<file path="config.mk">
export PLATFORM = sky130hd
export DESIGN_NAME = fraction_arithmetic_reduce_core_flat
export DESIGN_NICKNAME = d
export VERILOG_FILES = /design/src/hw/rtl/frac_pkg.sv /design/src/hw/rtl/frac_in_if.sv /design/src/hw/rtl/frac_out_if.sv /design/src/hw/rtl/frac_useq.sv /design/src/hw/rtl/fraction_arithmetic_reduce_core.sv /design/src/flat_wrapper.sv
export VERILOG_INCLUDE_DIRS = /design/src /design/src/hw/rtl
export SDC_FILE = /design/constraint.sdc
export NUM_CORES = 2
export LEC_CHECK = 0
export ABC_AREA = 1
export BUFFER_PORTS_ARGS = -buffer_cell sky130_fd_sc_hd__clkbuf_2
export CELL_PAD_IN_SITES_DETAIL_PLACEMENT = 0
export CELL_PAD_IN_SITES_GLOBAL_PLACEMENT = 1
export CORE_ASPECT_RATIO = 1.1
export CORE_UTILIZATION = 42
export DETAILED_ROUTE_END_ITERATION = 10
export PLACE_DENSITY_LB_ADDON = 0.1
export SLEW_MARGIN = 10
export SYNTH_ARGS = -nofsm -noshare
export SYNTH_HDL_FRONTEND = slang
export SYNTH_SLANG_ARGS = --single-unit
</file>
<file path="constraint.sdc">
create_clock -name clk -period 15.7 [get_ports clk]
set_clock_uncertainty 0.1 [all_clocks]
set_input_delay 0.785 -clock clk [delete_from_list [all_inputs] [get_ports clk]]
set_output_delay 0.785 -clock clk [all_outputs]
set_load 0.03 [all_outputs]
</file>
<file path="src/hw/rtl/fraction_arithmetic_reduce_core_macros.svh">
`ifndef FRACTION_ARITHMETIC_REDUCE_CORE_MACROS_SVH
`define FRACTION_ARITHMETIC_REDUCE_CORE_MACROS_SVH

// same-cycle implication
`define FRAC_ASSERT_NOW(label, ante, cons, msg) \
  label: assert property (@(posedge clk) disable iff (rst) (ante) |-> (cons)) \
    else $error(msg);

// next-cycle implication
`define FRAC_ASSERT_NEXT(label, ante, cons, msg) \
  label: assert property (@(posedge clk) disable iff (rst) (ante) |=> (cons)) \
    else $error(msg);

`endif

</file>
<file path="src/hw/rtl/frac_pkg.sv">
package frac_pkg;

  localparam int OPERAND_WIDTH_DEF = 16;
  localparam int MAX_PW            = 64;
  localparam int RES_W             = 33;

  typedef enum logic [1:0] {
    FUNC_ADD = 2'd0,
    FUNC_SUB = 2'd1,
    FUNC_MUL = 2'd2,
    FUNC_DIV = 2'd3
  } func_t;

  typedef enum logic [1:0] {
    ST_OK       = 2'd0,
    ST_ZERO_DEN = 2'd1,
    ST_DIV_ZERO = 2'd2
  } status_t;

  typedef enum logic [1:0] {
    MS_NONE = 2'd0,
    MS_DEN  = 2'd1,
    MS_NUM1 = 2'd2,
    MS_NUM2 = 2'd3
  } mul_sel_t;

  typedef enum logic [3:0] {
    ACT_NONE     = 4'd0,
    ACT_LOAD_D   = 4'd1,
    ACT_LOAD_N   = 4'd2,
    ACT_ACC_N    = 4'd3,
    ACT_GCD_INIT = 4'd4,
    ACT_GCD_STEP = 4'd5,
    ACT_DIV_INIT = 4'd6,
    ACT_DIV_STEP = 4'd7,
    ACT_OUTPUT   = 4'd8
  } act_t;

  typedef enum logic [1:0] {
    C_NONE   = 2'd0,
    C_ERR    = 2'd1,
    C_U_NZ   = 2'd2,
    C_CNT_NZ = 2'd3
  } cond_t;

  typedef logic [3:0] pc_t;

  localparam pc_t PC_CHECK    = 4'd0;
  localparam pc_t PC_MUL_DEN  = 4'd1;
  localparam pc_t PC_MUL_N1   = 4'd2;
  localparam pc_t PC_MUL_N2   = 4'd3;
  localparam pc_t PC_ACC      = 4'd4;
  localparam pc_t PC_GCD_INIT = 4'd5;
  localparam pc_t PC_GCD      = 4'd6;
  localparam pc_t PC_DIV_INIT = 4'd7;
  localparam pc_t PC_DIV      = 4'd8;
  localparam pc_t PC_OUT      = 4'd9;

  typedef struct packed {
    mul_sel_t mul_sel;
    act_t     act;
    cond_t    cond;
    pc_t      target;
  } ctrl_t;

  typedef struct packed {
    logic err;
    logic u_nz;
    logic cnt_nz;
    logic out_busy;
  } flags_t;

  // microcode: a taken jump goes to target, otherwise fall through
  function automatic ctrl_t ucode(input pc_t pc);
    ctrl_t cw;
    cw = '{mul_sel: MS_NONE, act: ACT_NONE, cond: C_NONE, target: PC_CHECK};
    unique case (pc)
      PC_CHECK:    cw = '{MS_NONE, ACT_NONE,     C_ERR,    PC_OUT};
      PC_MUL_DEN:  cw = '{MS_DEN,  ACT_NONE,     C_NONE,   PC_CHECK};
      PC_MUL_N1:   cw = '{MS_NUM1, ACT_LOAD_D,   C_NONE,   PC_CHECK};
      PC_MUL_N2:   cw = '{MS_NUM2, ACT_LOAD_N,   C_NONE,   PC_CHECK};
      PC_ACC:      cw = '{MS_NONE, ACT_ACC_N,    C_NONE,   PC_CHECK};
      PC_GCD_INIT: cw = '{MS_NONE, ACT_GCD_INIT, C_NONE,   PC_CHECK};
      PC_GCD:      cw = '{MS_NONE, ACT_GCD_STEP, C_U_NZ,   PC_GCD};
      PC_DIV_INIT: cw = '{MS_NONE, ACT_DIV_INIT, C_NONE,   PC_CHECK};
      PC_DIV:      cw = '{MS_NONE, ACT_DIV_STEP, C_CNT_NZ, PC_DIV};
      PC_OUT:      cw = '{MS_NONE, ACT_OUTPUT,   C_NONE,   PC_CHECK};
      default:     cw = '{MS_NONE, ACT_OUTPUT,   C_NONE,   PC_CHECK};
    endcase
    return cw;
  endfunction

endpackage

</file>
<file path="src/hw/rtl/frac_in_if.sv">
interface frac_in_if #(
  parameter int OPERAND_WIDTH = frac_pkg::OPERAND_WIDTH_DEF
);
  import frac_pkg::*;

  logic                            valid;
  logic                            ready;
  func_t                           func;
  logic signed [OPERAND_WIDTH-1:0] a_num;
  logic signed [OPERAND_WIDTH-1:0] a_den;
  logic signed [OPERAND_WIDTH-1:0] b_num;
  logic signed [OPERAND_WIDTH-1:0] b_den;

  modport source (output valid, func, a_num, a_den, b_num, b_den, input ready);
  modport sink   (input valid, func, a_num, a_den, b_num, b_den, output ready);
endinterface

</file>
<file path="src/hw/rtl/frac_out_if.sv">
interface frac_out_if;
  import frac_pkg::*;

  logic                    valid;
  logic                    ready;
  logic signed [RES_W-1:0] res_num;
  logic signed [RES_W-1:0] res_den;
  status_t                 status;

  modport source (output valid, res_num, res_den, status, input ready);
  modport sink   (input valid, res_num, res_den, status, output ready);
endinterface

</file>
<file path="src/hw/rtl/frac_useq.sv">
module frac_useq (
  input  logic             clk,
  input  logic             rst,
  input  logic             start,
  input  frac_pkg::flags_t flags,
  output logic             busy,
  output frac_pkg::ctrl_t  cw,
  output logic             exec
);
  import frac_pkg::*;

  pc_t  pc;
  logic taken;
  logic stall;

  assign cw = ucode(pc);

  always_comb begin
    unique case (cw.cond)
      C_NONE:   taken = 1'b0;
      C_ERR:    taken = flags.err;
      C_U_NZ:   taken = flags.u_nz;
      C_CNT_NZ: taken = flags.cnt_nz;
      default:  taken = 1'b0;
    endcase
  end

  // the final step waits until the output register is free
  assign stall = (cw.act == ACT_OUTPUT) && flags.out_busy;
  assign exec  = busy && !stall && ((cw.cond == C_NONE) || taken);

  always_ff @(posedge clk) begin
    if (rst) begin
      busy <= 1'b0;
      pc   <= PC_CHECK;
    end else if (start) begin
      busy <= 1'b1;
      pc   <= PC_CHECK;
    end else if (busy && !stall) begin
      if (cw.act == ACT_OUTPUT) begin
        busy <= 1'b0;
      end
      pc <= taken ? cw.target : pc_t'(pc + 1'b1);
    end
  end

endmodule

</file>
<file path="src/hw/rtl/fraction_arithmetic_reduce_core.sv">
// Adds, subtracts, multiplies or divides two signed fractions and reduces the
// result by the gcd of its magnitudes, signs kept as computed (the denominator
// may come out negative). One item is worked at a time; ready is low from
// acceptance until the result has been loaded into the output register, so a
// result may wait there while the next item is accepted. A microcode sequencer
// steps one shared OPERAND_WIDTH x OPERAND_WIDTH multiplier through up to three
// products, then a binary gcd loop (one step a cycle) and a two-lane restoring
// divider of width P = 2*OPERAND_WIDTH+1 capped at 64 (one quotient bit a cycle
// on numerator and denominator together). An item with a zero denominator, or a
// divide by a zero fraction, skips the arithmetic and returns 0/0 with a nonzero
// status.
`include "fraction_arithmetic_reduce_core_macros.svh"

module fraction_arithmetic_reduce_core #(
  parameter int OPERAND_WIDTH = frac_pkg::OPERAND_WIDTH_DEF
) (
  input logic       clk,
  input logic       rst,
  frac_in_if.sink   arg,
  frac_out_if.source res
);
  import frac_pkg::*;

  localparam int W  = OPERAND_WIDTH;
  localparam int PW = (2 * W + 1 > MAX_PW) ? MAX_PW : 2 * W + 1;
  localparam int KW = $clog2(PW);
  localparam int CW = $clog2(PW + 1);
  localparam int XW = (PW > RES_W) ? PW : RES_W;

  logic   busy;
  logic   exec;
  ctrl_t  cw;
  flags_t flags;
  logic   start;

  func_t               op;
  logic signed [W-1:0] an, ad, bn, bd;
  status_t             status_q;

  logic signed [W-1:0]   mul_a, mul_b;
  logic signed [2*W-1:0] prod;
  logic signed [PW-1:0]  prod_ext;
  logic signed [PW-1:0]  n, d;
  logic [PW-1:0]         mag_n, mag_d;

  logic [PW-1:0] u, v;
  logic [KW-1:0] k;

  logic [PW-1:0] xn, xd, rn, rd;
  logic [CW-1:0] cnt;
  logic [PW:0]   tn, td, dn, dd;
  logic          ge_n, ge_d;

  logic signed [PW-1:0] qn, qd;
  logic signed [XW-1:0] qn_ext, qd_ext;

  assign start     = arg.valid && arg.ready;
  assign arg.ready = !busy && !rst;

  assign flags.err      = (status_q != ST_OK);
  assign flags.u_nz     = (u != '0);
  assign flags.cnt_nz   = (cnt != '0);
  assign flags.out_busy = res.valid && !res.ready;

  frac_useq u_seq (
    .clk   (clk),
    .rst   (rst),
    .start (start),
    .flags (flags),
    .busy  (busy),
    .cw    (cw),
    .exec  (exec)
  );

  always_comb begin
    unique case (cw.mul_sel)
      MS_DEN: begin
        mul_a = ad;
        mul_b = (op == FUNC_DIV) ? bn : bd;
      end
      MS_NUM1: begin
        mul_a = an;
        mul_b = (op == FUNC_MUL) ? bn : bd;
      end
      MS_NUM2: begin
        mul_a = bn;
        mul_b = ad;
      end
      default: begin
        mul_a = ad;
        mul_b = bd;
      end
    endcase
  end

  assign prod_ext = PW'(prod);
  assign mag_n    = n[PW-1] ? PW'(-n) : PW'(n);
  assign mag_d    = d[PW-1] ? PW'(-d) : PW'(d);

  // division lanes share the odd gcd part as divisor
  assign tn   = {rn, xn[PW-1]};
  assign td   = {rd, xd[PW-1]};
  assign ge_n = (tn >= {1'b0, v});
  assign ge_d = (td >= {1'b0, v});
  assign dn   = tn - {1'b0, v};
  assign dd   = td - {1'b0, v};

  assign qn     = n[PW-1] ? PW'(-xn) : PW'(xn);
  assign qd     = d[PW-1] ? PW'(-xd) : PW'(xd);
  assign qn_ext = XW'(qn);
  assign qd_ext = XW'(qd);

  always_ff @(posedge clk) begin
    if (start) begin
      op <= arg.func;
      an <= arg.a_num;
      ad <= arg.a_den;
      bn <= arg.b_num;
      bd <= arg.b_den;
      if (arg.a_den == '0 || arg.b_den == '0) begin
        status_q <= ST_ZERO_DEN;
      end else if (arg.func == FUNC_DIV && arg.b_num == '0) begin
        status_q <= ST_DIV_ZERO;
      end else begin
        status_q <= ST_OK;
      end
    end
    if (exec && cw.mul_sel != MS_NONE) begin
      prod <= mul_a * mul_b;
    end
    if (exec) begin
      unique case (cw.act)
        ACT_LOAD_D: d <= prod_ext;
        ACT_LOAD_N: n <= prod_ext;
        ACT_ACC_N: begin
          if (op == FUNC_ADD) begin
            n <= n + prod_ext;
          end else if (op == FUNC_SUB) begin
            n <= n - prod_ext;
          end
        end
        ACT_GCD_INIT: begin
          u <= mag_n;
          v <= mag_d;
          k <= '0;
        end
        ACT_GCD_STEP: begin
          priority if (!u[0] && !v[0]) begin
            u <= u >> 1;
            v <= v >> 1;
            k <= KW'(k + 1'b1);
          end else if (!u[0]) begin
            u <= u >> 1;
          end else if (!v[0]) begin
            v <= v >> 1;
          end else if (u >= v) begin
            u <= (u - v) >> 1;
          end else begin
            v <= (v - u) >> 1;
          end
        end
        ACT_DIV_INIT: begin
          xn  <= mag_n >> k;
          xd  <= mag_d >> k;
          rn  <= '0;
          rd  <= '0;
          cnt <= CW'(PW);
        end
        ACT_DIV_STEP: begin
          rn  <= ge_n ? dn[PW-1:0] : tn[PW-1:0];
          rd  <= ge_d ? dd[PW-1:0] : td[PW-1:0];
          xn  <= {xn[PW-2:0], ge_n};
          xd  <= {xd[PW-2:0], ge_d};
          cnt <= CW'(cnt - 1'b1);
        end
        ACT_NONE, ACT_OUTPUT: ;
        default: ;
      endcase
    end
  end

  always_ff @(posedge clk) begin
    if (rst) begin
      res.valid <= 1'b0;
    end else if (exec && cw.act == ACT_OUTPUT) begin
      res.valid <= 1'b1;
    end else if (res.ready) begin
      res.valid <= 1'b0;
    end
  end

  always_ff @(posedge clk) begin
    if (exec && cw.act == ACT_OUTPUT) begin
      res.status <= status_q;
      if (status_q == ST_OK) begin
        res.res_num <= qn_ext[RES_W-1:0];
        res.res_den <= qd_ext[RES_W-1:0];
      end else begin
        res.res_num <= '0;
        res.res_den <= '0;
      end
    end
  end

  `FRAC_ASSERT_NOW(a_err_zero, res.valid && res.status != ST_OK, res.res_num == '0 && res.res_den == '0, "error item with nonzero fraction")
  `FRAC_ASSERT_NEXT(a_start_busy, start, busy && !arg.ready, "sequencer not started on accept")
  `FRAC_ASSERT_NOW(a_gcd_v_nz, busy && cw.act == ACT_GCD_STEP, v != '0, "gcd divisor reached zero")
  `FRAC_ASSERT_NOW(a_div_rem, busy && cw.act == ACT_DIV_STEP, rn < v && rd < v, "remainder not below divisor")

endmodule

</file>
<file path="src/flat_wrapper.sv">
// flat-port wrapper written by rule: the top's interface ports become plain ports
module fraction_arithmetic_reduce_core_flat import frac_pkg::*;
#(
  parameter int OPERAND_WIDTH = frac_pkg::OPERAND_WIDTH_DEF
)
  (clk, rst, arg_valid, arg_func, arg_a_num, arg_a_den, arg_b_num, arg_b_den, arg_ready, res_valid, res_res_num, res_res_den, res_status, res_ready);
  frac_in_if #(.OPERAND_WIDTH(OPERAND_WIDTH)) arg_i ();
  frac_out_if res_i ();
  input logic clk;
  input logic rst;
  input wire logic [$bits(arg_i.valid)-1:0] arg_valid;
  input wire logic [$bits(arg_i.func)-1:0] arg_func;
  input wire logic [$bits(arg_i.a_num)-1:0] arg_a_num;
  input wire logic [$bits(arg_i.a_den)-1:0] arg_a_den;
  input wire logic [$bits(arg_i.b_num)-1:0] arg_b_num;
  input wire logic [$bits(arg_i.b_den)-1:0] arg_b_den;
  output wire logic [$bits(arg_i.ready)-1:0] arg_ready;
  output wire logic [$bits(res_i.valid)-1:0] res_valid;
  output wire logic [$bits(res_i.res_num)-1:0] res_res_num;
  output wire logic [$bits(res_i.res_den)-1:0] res_res_den;
  output wire logic [$bits(res_i.status)-1:0] res_status;
  input wire logic [$bits(res_i.ready)-1:0] res_ready;
  assign arg_i.valid = arg_valid;
  assign arg_i.func = arg_func;
  assign arg_i.a_num = arg_a_num;
  assign arg_i.a_den = arg_a_den;
  assign arg_i.b_num = arg_b_num;
  assign arg_i.b_den = arg_b_den;
  assign arg_ready = arg_i.ready;
  assign res_valid = res_i.valid;
  assign res_res_num = res_i.res_num;
  assign res_res_den = res_i.res_den;
  assign res_status = res_i.status;
  assign res_i.ready = res_ready;
  fraction_arithmetic_reduce_core #(.OPERAND_WIDTH(OPERAND_WIDTH)) u_core (.clk(clk), .rst(rst), .arg(arg_i), .res(res_i));
endmodule
</file>
==> summary.txt <==
Critical path
  – Crit path capture type: register
  – CP required: 16.01 ns
  – Reg2reg end: u_core.prod[28]$_DFFE_PP_
  – Most common cell on crit path: fa_1
  – FF-to-FF Start: u_core.u_seq.cw[11]$_SDFF_PP0_
  – CP max stage delay: 0.88 ns
  – CP bufs+invs: 7
  – CP Class: register to register
  – WP data arrival: 8.40 ns
  – Critical Path Source Type: register
  – R2R setup slack: 7.61 ns
  – Maximum fanout along the worst path: 20
  – Slowest CP cell: fa_1
  – Worst r2r path cells: 27
  – CP delay by family, top: adder cells

Cells and area
  – Layout cells sized above 1: 0.0673
  – Synth-to-layout area growth: 9.20%
  – Nets: 6593
  – # diodes: 0
  – Commonest non-fill, non-tap cells in the layout: nand2_1 (1299), inv_1 (915), nand3_1 (513), a21oi_1 (486), edfxtp_1 (443)
  – Cell Count, Final, Fillers Out: 7443
  – Commonest non-fill, non-tap cell in the layout: nand2_1

CTS
  – Setup Buffers After CTS: 0
  – Worst-path clk slew: 0.06 ns
  – Clk_lat worst skew: 0.68 ns
  – Clock tree buffer depth: 3
  – Clk Tree Root Cell: clkbuf_16
  – Max H-tree Level: 2
  – Post_cts resized: 0
  – Number of hold buffers added after CTS: 0
  – CTS Sinks: 459
  – Total CTS buffers: 58
  – CTS tree: done

Yosys
  – Ys Warns: 0
  – Largest family of logic cells by synthesized area: simple AND/OR/NAND/NOR gates
  – Post-synthesis compound-gate area fraction: 0.136
  – Synth async-reset ratio: 0
  – Area share of fa/ha/maj cells after synthesis: 0.189
  – Seq/Total Area, Yosys: 0.301
  – Mean Syn Cell Area: 7.63 sq um
  – Commonest register cell after synthesis: edfxtp_1
  – Post-synth EDFFs: 443
  – Cell taking the most area after synthesis: edfxtp_1
  – Mapped Area: 45300 sq um
  – Mux cell area share after synthesis: 0
  – Synth Instances: 5934
  – Synth area leaders: edfxtp_1 (29%), fa_1 (12%), nand2_1 (11%)
  – Post-synthesis share of cell area spent on xor and xnor gates: 0.0398
  – Synth cell types: 64
  – Share of the synthesized area in the top cell type: 0.294
  – Simple-gate share of the synthesized area: 0.237
  – Syn Nets: 6529
  – #FFs+latches synth: 459

GRT
  – Initial antenna violation count: 2
  – GR Overflow Total: 0
  – Vias in the first global route: 40704
  – Largest net degree at the start of global routing: 139
  – First-pass GRT wire length: 247000 um
  – Gr usage total: 0.297

Power and ir drop
  – Peak VDD IR: 0.000578 V
  – Pwr dens: 151 nW/um^2
  – Lkg Pwr: 22.9 nW

Timing
  – RSZ-0062 raised after global routing: no
  – # setup viols final: 0
  – Crit path time final: 8.09 ns
  – Final number of hold-violating endpoints: 0
  – Fmax: 0.124 GHz
  – Max-slew violation count: 0
  – Final worst setup slack: 7.61 ns
  – Max_slew headroom: 0.227
  – Total negative slack: 0 ns
  – Period utilisation layout: 0.515
  – Worst-Margin Slew: 1.15 ns

Routing
  – DRT Pass-1 Iters: 11
  – Wire length per cell: 21.9 um
  – Residual DRC: 10
  – Routed wire length: 163000 um
  – First DRT Iteration DRCs: 3431
  – Vias/cell: 5.52
  – Via Count: 41120
  – Detail Route Antenna Nets: 0

Die
  – I/O pin cnt: 140
  – Die W: 315 um
  – Die Y: 346 um
  – Die Area: 109000 sq um
  – Core Box Area: 106000 sq um
  – Starting Density: 0.426
  – Rows: 125

Min path
  – Hold path depth: 1
  – Hold wc startpoint: arg_a_num[13]
  – Worst min path class: input pin to register
  – Worst Hold End: u_core.an[13]$_DFFE_PP_

Job
  – Max Cap Viol: 0

Status
  – Outcome: complete, but fails checks
  – Failing checks: DRC

Placed design
  – IO Port Bufs: 139
  – Post-place setup slack: 7.64 ns
  – DP HPWL: 131000 um
  – Dpl cells: 7335
  – Placer congestion estimate: 0.959
flip-flops by register name (all words and copies together) (netlist names), 2 cells and up:
signal              cells
u_core.n               33
u_core.bd              16
u_core.u_seq.cw        10
u_core.status_q         2
u_core.res.res_den     33
u_core.rd              33
u_core.op               2
u_core.d               32
u_core.xn              33
u_core.u_seq.pc         4
u_core.res.status       2
u_core.xd              33
u_core.bn              16
u_core.rn              33
u_core.cnt              6
u_core.v               33
u_core.res.res_num     33
u_core.an              16
u_core.prod            32
u_core.k                6
u_core.u               33
u_core.ad              16
worst max-delay path by stage:
| stage | startpoint | to | slack (ns) | depth (start not counted) |
|---|---|---|---|---|
| CTS | u_core.u_seq.cw[11]$_SDFF_PP0_ | u_core.prod[28]$_DFFE_PP_ | 7.63 | 27 |
| global route | u_core.u_seq.cw[11]$_SDFF_PP0_ | u_core.prod[29]$_DFFE_PP_ | 7.08 | 27 |
| floorplan | res_ready | u_core.cnt[0]$_SDFFCE_PN1P_ | 4.07 | 6 |
| finish | u_core.u_seq.cw[11]$_SDFF_PP0_ | u_core.prod[28]$_DFFE_PP_ | 7.61 | 27 |
| detailed placement | u_core.u_seq.cw[11]$_SDFF_PP0_ | u_core.prod[28]$_DFFE_PP_ | 7.64 | 27 |
| global placement | u_core.u_seq.cw[11]$_SDFF_PP0_ | u_core.prod[28]$_DFFE_PP_ | 7.74 | 27 |
layer usage:
metal  GRT usage  routed length, um  vias to the layer above  share of wire
li1            -                  -                    19793              -
met1       0.381              68300                    19946           0.42
met2       0.512              80200                     1118           0.49
met3      0.0324               7900                      263          0.048
met4       0.109               6530                        0          0.040
met5           0                  0                        -              0
stage by stage:
step / area [sq um] / hold WS, ns / total power [mW] / utilization
floorplan: 45300 / 0.326 / 4.89 / -
global placement: 47400 / 0.403 / 6.12 / 0.447
detailed placement: 47400 / 0.407 / 6.12 / 0.447
CTS: 49400 / 0.152 / 7.61 / 0.466
global route: 49400 / 0.162 / 8.17 / 0.466
finish: 49400 / 0.187 / 7.48 / 0.466
cell type report:
cell class	instances	area (sq um)
flip-flops and latches	459	13600
clock inverters	41	503
well taps	1397	1750
multi-input cells	4346	27400
fillers	10788	56800
inverters	929	3490
repair buffers	204	1200
clock buffers	67	1510
Yosys cell counts, types with 24 or more instances:
cell	number
nand4_1	71
a31oi_1	34
nor2_1	399
xor2_1	137
o21bai_1	35
buf_2	55
o21ai_0	367
o211ai_1	34
ha_1	258
edfxtp_1	443
nand3b_1	28
nand3_1	513
nor3_1	73
fa_1	267
a21oi_1	487
nor4_1	35
clkbuf_1	107
o21ai_1	34
xnor2_1	69
inv_1	919
o22ai_1	28
buf_1	24
nand2_1	1301
or2_2	32
cell families after synthesis:
logic type	count (synthesis)
adder cells (fa/ha/maj)	525
XOR/XNOR	206
other	1
AO/OA/AOI/OAI	1120
buffers and inverters	1129
flip-flops	459
AND/OR/NAND/NOR	2494
power by group:
group | leakage (nW) | switching, mW | internal, mW | total (mW)
logic | 17.7 | 2.73 | 1.69 | 4.42
clock network | 0.962 | 0.612 | 0.830 | 1.44
registers | 4.33 | 0.0272 | 1.59 | 1.62
total | 22.9 | 3.37 | 4.11 | 7.48
No activity file was read; power rests on OpenSTA's default activity.
